--- config.mk ---
export PLATFORM = sky130hd
export DESIGN_NAME = peer_table_rssi_pairing
export DESIGN_NICKNAME = d
export VERILOG_FILES = /design/src/ptrp_pkg.sv /design/src/ptrp_check.sv /design/src/peer_table_rssi_pairing.sv
export SDC_FILE = /design/constraint.sdc
export NUM_CORES = 2
export LEC_CHECK = 0
export BUFFER_PORTS_ARGS = -buffer_cell sky130_fd_sc_hd__buf_2
export CORE_ASPECT_RATIO = 0.75
export CORE_MARGIN = 1.5
export CORE_UTILIZATION = 40
export DETAILED_ROUTE_END_ITERATION = 6
export HOLD_SLACK_MARGIN = 0.06
export RECOVER_POWER = 25
export SETUP_SLACK_MARGIN = 0.1
export SLEW_MARGIN = 0
export SYNTH_ARGS = -nofsm -noshare
export SYNTH_HDL_FRONTEND = slang
export SYNTH_SLANG_ARGS = --single-unit
--- constraint.sdc ---
create_clock -name clk_i -period 11.7 [get_ports clk_i]
set_input_delay 2.34 -clock clk_i [delete_from_list [all_inputs] [get_ports clk_i]]
set_output_delay 2.34 -clock clk_i [all_outputs]
set_load 0.02 [all_outputs]
--- src/ptrp_pkg.sv ---
package ptrp_pkg;

  localparam logic [15:0] FRAME_MAGIC = 16'h5253;
  localparam logic [7:0]  VER_PLAIN   = 8'd1;
  localparam logic [7:0]  VER_STYLE   = 8'd2;
  localparam logic [7:0]  HDR_BYTES   = 8'd4;

  localparam logic [1:0] CFG_STALE = 2'd0;
  localparam logic [1:0] CFG_HYST  = 2'd1;
  localparam logic [1:0] CFG_MOOD  = 2'd2;

  localparam logic [1:0] ST_FOUND  = 2'd0;
  localparam logic [1:0] ST_NONE   = 2'd1;
  localparam logic [1:0] ST_ACCEPT = 2'd2;
  localparam logic [1:0] ST_REJECT = 2'd3;

  localparam logic CMD_RX    = 1'b0;
  localparam logic CMD_QUERY = 1'b1;

  typedef struct packed {
    logic              command;
    logic [31:0]       now_ms;
    logic [47:0]       src_mac;
    logic [15:0]       header_magic;
    logic [7:0]        header_version;
    logic [7:0]        mood_code;
    logic [39:0]       style_bytes;
    logic [7:0]        frame_len;
    logic signed [7:0] rx_rssi;
  } in_word_t;

  typedef struct packed {
    logic [1:0]        status;
    logic [47:0]       peer_mac;
    logic [7:0]        peer_mood;
    logic              peer_has_style;
    logic [2:0]        tone_idx;
    logic [2:0]        hair_idx;
    logic [2:0]        iris_idx;
    logic [1:0]        beard_idx;
    logic              glasses;
    logic signed [7:0] peer_rssi;
    logic [31:0]       peer_age_ms;
  } out_word_t;

  // One style byte: zero when beyond the frame or at or above its count.
  function automatic logic [2:0] clamp_field(input logic [39:0] bytes, input int k,
                                             input logic [7:0] flen,
                                             input logic [7:0] count);
    logic [7:0] v;
    v = bytes[8*k +: 8];
    if ({1'b0, flen} < {1'b0, HDR_BYTES} + 9'(k) + 9'd1) return 3'd0;
    if (v < count) return v[2:0];
    return 3'd0;
  endfunction

endpackage

--- src/ptrp_check.sv ---
// Checks the frame header and packs the style bits of a received frame.
module ptrp_check (
  input  ptrp_pkg::in_word_t in_i,
  input  logic [7:0]         mood_kind_count_i,
  output logic               reject_o,
  output logic [12:0]        style_o
);
  always_comb begin
    reject_o = (in_i.frame_len < ptrp_pkg::HDR_BYTES)
            || (in_i.header_magic != ptrp_pkg::FRAME_MAGIC)
            || ((in_i.header_version != ptrp_pkg::VER_PLAIN)
                && (in_i.header_version != ptrp_pkg::VER_STYLE))
            || (in_i.mood_code >= mood_kind_count_i);
    style_o = '0;
    if (in_i.header_version == ptrp_pkg::VER_STYLE && in_i.frame_len > ptrp_pkg::HDR_BYTES) begin
      style_o[0]     = 1'b1;
      style_o[3:1]   = ptrp_pkg::clamp_field(in_i.style_bytes, 0, in_i.frame_len, 8'd6);
      style_o[6:4]   = ptrp_pkg::clamp_field(in_i.style_bytes, 1, in_i.frame_len, 8'd6);
      style_o[9:7]   = ptrp_pkg::clamp_field(in_i.style_bytes, 2, in_i.frame_len, 8'd6);
      style_o[11:10] = 2'(ptrp_pkg::clamp_field(in_i.style_bytes, 3, in_i.frame_len, 8'd4));
      style_o[12]    = ptrp_pkg::clamp_field(in_i.style_bytes, 4, in_i.frame_len, 8'd2) != 3'd0;
    end
  end
endmodule

--- src/peer_table_rssi_pairing.sv ---
// Steps: a rejected frame goes from acceptance straight to the output step; an
// accepted frame or a query takes one scan step per slot,
// then the write, finish and output steps.
// Flow: one word at a time; the next word enters at best in the cycle
// the previous result word is taken.
// Reset: slot valid bits and the pair are cleared; control and config regs take defaults.
module peer_table_rssi_pairing #(
  parameter int PEER_SLOTS = 8
) (
  input  logic                 clk_i,
  input  logic                 rst_ni,
  input  logic                 in_valid_i,
  output logic                 in_ready_o,
  input  ptrp_pkg::in_word_t   in_data_i,
  output logic                 out_valid_o,
  input  logic                 out_ready_i,
  output ptrp_pkg::out_word_t  out_data_o,
  input  logic                 cfg_we_i,
  input  logic [1:0]           cfg_idx_i,
  input  logic [31:0]          cfg_data_i
);
  localparam int IW = (PEER_SLOTS > 1) ? $clog2(PEER_SLOTS) : 1;
  localparam int CW = $clog2(PEER_SLOTS + 1);

  localparam logic [2:0] S_IDLE = 3'd0;
  localparam logic [2:0] S_SCAN = 3'd1;
  localparam logic [2:0] S_WRITE = 3'd2;
  localparam logic [2:0] S_FIN  = 3'd3;
  localparam logic [2:0] S_OUT  = 3'd4;

  logic [2:0] state_q, state_d;
  logic [31:0] stale_q;
  logic [6:0]  hyst_q;
  logic [7:0]  moodk_q;

  // Slot storage: registers, each read only through the one scan index or the pair index.
  logic [PEER_SLOTS-1:0] valid_q;
  logic [47:0] mac_q  [PEER_SLOTS];
  logic [7:0]  mood_q [PEER_SLOTS];
  logic signed [7:0] rssi_q [PEER_SLOTS];
  logic [12:0] style_q [PEER_SLOTS];
  logic [31:0] seen_q [PEER_SLOTS];
  logic          pair_ok_q;
  logic [IW-1:0] pair_q;

  ptrp_pkg::in_word_t in_q;
  logic [12:0] style_in_q;
  logic [CW-1:0] cnt_q;
  logic [IW-1:0] idx;
  // Scan results.
  logic hit_q, free_q, best_ok_q;
  logic [IW-1:0] hit_idx_q, free_idx_q, old_idx_q, best_idx_q;
  logic [31:0] old_t_q, best_age_q;
  logic signed [7:0] best_r_q;
  logic pair_fresh_q;

  logic out_valid_q;
  ptrp_pkg::out_word_t out_q;

  logic reject;
  logic [12:0] style_w;
  ptrp_check u_check (.in_i(in_data_i), .mood_kind_count_i(moodk_q),
                      .reject_o(reject), .style_o(style_w));

  assign idx = cnt_q[IW-1:0];
  assign in_ready_o = (state_q == S_IDLE) && !(out_valid_q && !out_ready_i);
  assign out_valid_o = out_valid_q;
  assign out_data_o = out_q;

  // The scan compare unit: freshness and age of the slot under the scan index.
  logic [31:0] age_s;
  logic fresh_s;
  assign age_s = in_q.now_ms - seen_q[idx];
  assign fresh_s = valid_q[idx] && (age_s <= stale_q);

  logic [31:0] page;
  logic pfresh;
  assign page = in_q.now_ms - seen_q[pair_q];
  assign pfresh = valid_q[pair_q] && (page <= stale_q);

  logic [IW-1:0] tgt;
  assign tgt = hit_q ? hit_idx_q : (free_q ? free_idx_q : old_idx_q);

  // Result words: a reject carries only its status; the finish step reports the
  // accept, or the paired peer of a query when one is left.
  ptrp_pkg::out_word_t rej_word, fin_word;
  always_comb begin
    rej_word = '0;
    rej_word.status = ptrp_pkg::ST_REJECT;
    fin_word = '0;
    if (in_q.command == ptrp_pkg::CMD_RX) begin
      fin_word.status = ptrp_pkg::ST_ACCEPT;
    end else if (!pair_ok_q || !pfresh) begin
      fin_word.status = ptrp_pkg::ST_NONE;
    end else begin
      fin_word.status = ptrp_pkg::ST_FOUND;
      fin_word.peer_mac = mac_q[pair_q];
      fin_word.peer_mood = mood_q[pair_q];
      fin_word.peer_has_style = style_q[pair_q][0];
      fin_word.tone_idx = style_q[pair_q][3:1];
      fin_word.hair_idx = style_q[pair_q][6:4];
      fin_word.iris_idx = style_q[pair_q][9:7];
      fin_word.beard_idx = style_q[pair_q][11:10];
      fin_word.glasses = style_q[pair_q][12];
      fin_word.peer_rssi = rssi_q[pair_q];
      fin_word.peer_age_ms = page;
    end
  end

  always_ff @(posedge clk_i or negedge rst_ni) begin
    if (!rst_ni) begin
      state_q <= S_IDLE;
      stale_q <= 32'd5000;
      hyst_q <= 7'd4;
      moodk_q <= 8'd8;
      valid_q <= '0;
      pair_ok_q <= 1'b0;
      pair_q <= '0;
      out_valid_q <= 1'b0;
      cnt_q <= '0;
    end else begin
      if (cfg_we_i) begin
        unique case (cfg_idx_i)
          ptrp_pkg::CFG_STALE: stale_q <= cfg_data_i;
          ptrp_pkg::CFG_HYST:  hyst_q <= cfg_data_i[6:0];
          ptrp_pkg::CFG_MOOD:  moodk_q <= cfg_data_i[7:0];
          default: ;
        endcase
      end
      if (out_valid_q && out_ready_i) out_valid_q <= 1'b0;
      state_q <= state_d;
      unique case (state_q)
        S_IDLE: begin
          if (in_valid_i && in_ready_o) begin
            in_q <= in_data_i;
            style_in_q <= style_w;
            cnt_q <= '0;
            hit_q <= 1'b0; free_q <= 1'b0; best_ok_q <= 1'b0;
            old_t_q <= '1; old_idx_q <= '0; best_idx_q <= '0;
            best_r_q <= -8'sd128; best_age_q <= '1;
            if (in_data_i.command == ptrp_pkg::CMD_RX && reject) begin
              out_q <= rej_word;
            end
          end
        end
        S_SCAN: begin
          if (in_q.command == ptrp_pkg::CMD_RX) begin
            if (!hit_q && valid_q[idx] && mac_q[idx] == in_q.src_mac) begin
              hit_q <= 1'b1; hit_idx_q <= idx;
            end
            if (!free_q && !valid_q[idx]) begin
              free_q <= 1'b1; free_idx_q <= idx;
            end
            if (valid_q[idx] && seen_q[idx] < old_t_q) begin
              old_t_q <= seen_q[idx]; old_idx_q <= idx;
            end
          end else begin
            if (!fresh_s) valid_q[idx] <= 1'b0;
            else if (rssi_q[idx] > best_r_q ||
                     (rssi_q[idx] == best_r_q && age_s < best_age_q)) begin
              best_ok_q <= 1'b1; best_idx_q <= idx;
              best_r_q <= rssi_q[idx]; best_age_q <= age_s;
            end
          end
          cnt_q <= cnt_q + CW'(1);
        end
        S_WRITE: begin
          if (in_q.command == ptrp_pkg::CMD_RX) begin
            pair_fresh_q <= pair_ok_q && pfresh;
            valid_q[tgt] <= 1'b1;
            mac_q[tgt] <= in_q.src_mac;
            mood_q[tgt] <= in_q.mood_code;
            rssi_q[tgt] <= in_q.rx_rssi;
            style_q[tgt] <= style_in_q;
            seen_q[tgt] <= in_q.now_ms;
            hit_idx_q <= tgt;
          end else if (!pair_ok_q || !pfresh) begin
            pair_ok_q <= best_ok_q;
            pair_q <= best_idx_q;
          end
        end
        S_FIN: begin
          out_q <= fin_word;
          if (in_q.command == ptrp_pkg::CMD_RX) begin
            // The new entry is fresh by construction (age zero).
            if (!pair_fresh_q) begin
              pair_ok_q <= 1'b1; pair_q <= hit_idx_q;
            end else if (hit_idx_q != pair_q &&
                         10'($signed(in_q.rx_rssi)) >=
                         10'($signed(rssi_q[pair_q])) + 10'($signed({3'b0, hyst_q}))) begin
              pair_q <= hit_idx_q;
            end
          end
        end
        S_OUT: out_valid_q <= 1'b1;
        default: ;
      endcase
    end
  end

  always_comb begin
    state_d = state_q;
    unique case (state_q)
      S_IDLE: if (in_valid_i && in_ready_o)
        state_d = (in_data_i.command == ptrp_pkg::CMD_RX && reject) ? S_OUT : S_SCAN;
      S_SCAN: if (cnt_q == CW'(PEER_SLOTS - 1)) state_d = S_WRITE;
      S_WRITE: state_d = S_FIN;
      S_FIN: state_d = S_OUT;
      S_OUT: state_d = S_IDLE;
      default: state_d = S_IDLE;
    endcase
  end

  a_ready_idle: assert property (@(posedge clk_i) disable iff (!rst_ni)
    in_ready_o |-> state_q == S_IDLE) else $error("ready outside idle");
  a_out_after: assert property (@(posedge clk_i) disable iff (!rst_ni)
    $rose(out_valid_q) |-> $past(state_q) == S_OUT) else $error("stray result");
  a_pair_valid: assert property (@(posedge clk_i) disable iff (!rst_ni)
    (state_q == S_OUT && in_q.command == ptrp_pkg::CMD_RX && out_q.status ==
     ptrp_pkg::ST_ACCEPT) |-> pair_ok_q) else $error("accepted frame left no pair");
endmodule
==> results.yml <==
clock_network:
  cts_resized: 0
  root_buffer: "clkbuf_16"
  postCtsSetupBuffers: 0
  clock_sinks: 1248
  clk_pin_slew_worst_paths_ns: 0.06
  cts-htree-levels: 4
  cts_tree: "yes"
  clockBufferDepth: 3
  clk_latency_ns: 0.79
  cts_hold_buffers: 0
  cts_buffers: 133
setup_path:
  critPathArrivalTime_ns: 9.35
  start_kind: "flip-flop"
  crit_fanout: 41
  endpoint_kind: "flip-flop"
  critPathKind: "flip-flop to flip-flop"
  crit_required_ns: 12.09
placement:
  placedCellCount: 5861
  dp_hpwl_um: 111000
  gp_congestion: 0.908
  io_buffer_count: 320
global_route:
  grt_pass1_wl_um: 251000
  antenna_found_initial: 11
  grt_pass1_vias: 35900
  grt_max_degree: 110
  grt_use_total: 0.232
  grt_overflow_total: 0
timing:
  relSlewSlack: 0.214
  finalHoldViolCount: 0
  setup_tns_ns: 0
  holdWs_ns: 0.468
  drv_slew: 0
  worstMarginPinSlew_ns: 1.17
  rsz0062_at_grt: "false"
  min_period_ns: 8.96
  skew_ns: 0.0391
  max_freq_ghz: 0.112
  setup-violations-final: 0
  period_share: 0.766
logic_synthesis:
  netlist.area_leader.share: 0.608
  ys_types: 83
  yosys.area.top_type: "edfxtp_1"
  syn_inst: 3746
  synth-edff-count: 1181
  synthFlopType: "edfxtp_1"
  async_flop_share: 0.0537
  synth.area.top_cells: "edfxtp_1 (61%), mux4_2 (9.7%), ha_1 (4.7%), dfrtp_1 (2.6%), mux2i_1 (2.4%)"
  syn-cell-area_um2: 58300
  yosys_warnings: 0
  synth_seq_area_share: 0.637
  ys_seq_elements: 1248
  syn-num-nets: 4178
  synth_area_per_cell_um2: 15.6
min_path:
  hold_path_class: "flip-flop to flip-flop"
layout:
  final_common_cell: "edfxtp_1"
  multi_input_area_um2: 19800
  register_area_um2: 37200
  fill_cells: 12500
  fin_nets: 4522
  drive_gt1_frac: 0.226
  syn2layout_area_growth_pct: 14.2
  mostFrequentLayoutCells: "edfxtp_1 (1181), buf_2 (319), mux4_2 (250), ha_1 (221), inv_1 (181)"
  instances_no_fill: 6102
floorplan:
  die_w_um: 444
  die_h_um: 334
  io-pin-count: 321
  coreArea_um2: 145000
  dieArea_um2: 148000
  rows: 121
  initial_core_util: 0.403
drt:
  firstDrtPassIters: 6
  drt_iter0_drc: 4067
  vias_per_cell: 5.94
  totalWireLength_um: 174000
  avgRoutedWirePerCell_um: 28.5
  ant_nets: 0
  drc: 0
  vias: 36300
run:
  drv_cap: 0
power:
  power_density_nw_per_um2: 275
  ir_worst_vdd_mv: 0.208
  total_power_mw: 18.3
  power_leakage_nw: 23.3
status:
  status: "complete, no violations"
## cells in the mapped netlist, drive strengths merged (7+ instances only)
library cell / n
inv: 183
o21ai: 104
nand2: 159
nand2b: 46
nor3: 22
xor2: 37
o21bai: 11
mux2: 60
clkbuf: 108
a31oi: 14
or3: 7
dfstp: 7
o31ai: 11
nand3: 35
a211oi: 15
a21o: 57
a22o: 29
nand3b: 8
ha: 221
a221o: 16
o22a: 7
nor4: 18
a221oi: 62
buf: 79
o22ai: 9
a21oi: 120
and2: 25
xnor2: 70
mux4: 250
nor2: 175
a222oi: 7
mux2i: 140
o21a: 20
or2: 11
o211ai: 15
edfxtp: 1181
dfrtp: 60
nor2b: 29
nand4: 44
a22oi: 144
and3: 35
and4: 37
## state kept, by name, indices dropped and copies added (netlist names), 64 cells and up
signal and flops:
mood_q 64, rssi_q 64, seen_q 256, out_data_o 111, style_q 104, mac_q 384, in_q 97
## cell type report
class / instances / share of cell area
diodes: 1 / 0.0000376
clock buffers: 169 / 0.0543
clock inverters: 71 / 0.0108
inverters: 184 / 0.0104
multi-input cells: 2127 / 0.297
flip-flops and latches: 1248 / 0.558
well taps: 1906 / 0.0358
repair buffers: 396 / 0.0331
## kinds of logic after synthesis
kind of cell	share of synthesized area
mux	0.132
buf+inv	0.0260
xor+xnor	0.0161
simple gates	0.0585
compound gates	0.0820
fa+ha+maj	0.0484
flops	0.637
## worst max-delay path, cell delays in order, from the launching register on
cell and delay [ns]:
dfrtp_4 0.78, buf_4 0.60, and3b_2 0.55, buf_4 0.65, a22oi_1 0.19, and3_1 0.27
ha_1 0.39, a21o_1 0.23, a21oi_1 0.18, o21ai_0 0.19, o21ai_0 0.32, nand3b_1 0.11
o21ai_0 0.44, o21ai_0 0.25, a31oi_1 0.32, xnor2_1 0.15, ha_1 0.32, nand4_1 0.17
nor4_1 0.63, and4_1 0.35, a21oi_1 0.06, nor2_1 0.11, o21ai_0 0.22, a211oi_4 0.38
buf_4 0.55
## through the flow
step | setup WS, ns | util | cell area [um2]
after floorplan | 2.33 | - | 58300
after global placement | 3.14 | 0.430 | 62300
after detailed placement | 2.95 | 0.430 | 62300
after CTS | 2.87 | 0.460 | 66600
after global routing | 2.24 | 0.460 | 66600
final | 2.74 | 0.460 | 66600
## power breakdown
part	switching, mW	total [mW]	leakage, nW	internal (mW)
registers	0.352	5.64	11.5	5.28
logic	5.04	8.42	9.73	3.38
clock network	1.80	4.24	2.12	2.45
total	7.18	18.3	23.3	11.1
## worst paths after layout
check	start	end	slack, ns	cells past startpoint
max	cnt_q[0]$_DFFE_PN0P_	best_age_q[8]$_SDFFCE_PN1P_	2.74	24
min	best_ok_q$_DFFE_PP_	pair_ok_q$_DFFE_PN0P_	0.47	2
max reg2reg	cnt_q[0]$_DFFE_PN0P_	best_age_q[8]$_SDFFCE_PN1P_	2.74	24
min reg2reg	best_ok_q$_DFFE_PP_	pair_ok_q$_DFFE_PN0P_	0.47	2
max in group asynchronous	rst_ni	moodk_q[5]$_DFFE_PN0P_	9.18	2
min in group asynchronous	rst_ni	state_q[2]$_DFFE_PN0P_	1.51	1
## metal layers
layer / share of wire / global-route usage / routed length [um]
met5: 0.00035 / 0 / 60
met2: 0.45 / 0.354 / 78200
met4: 0.027 / 0.0727 / 4760
met1: 0.44 / 0.336 / 75600
met3: 0.087 / 0.0447 / 15200
No activity file was read; power rests on OpenSTA's default activity.
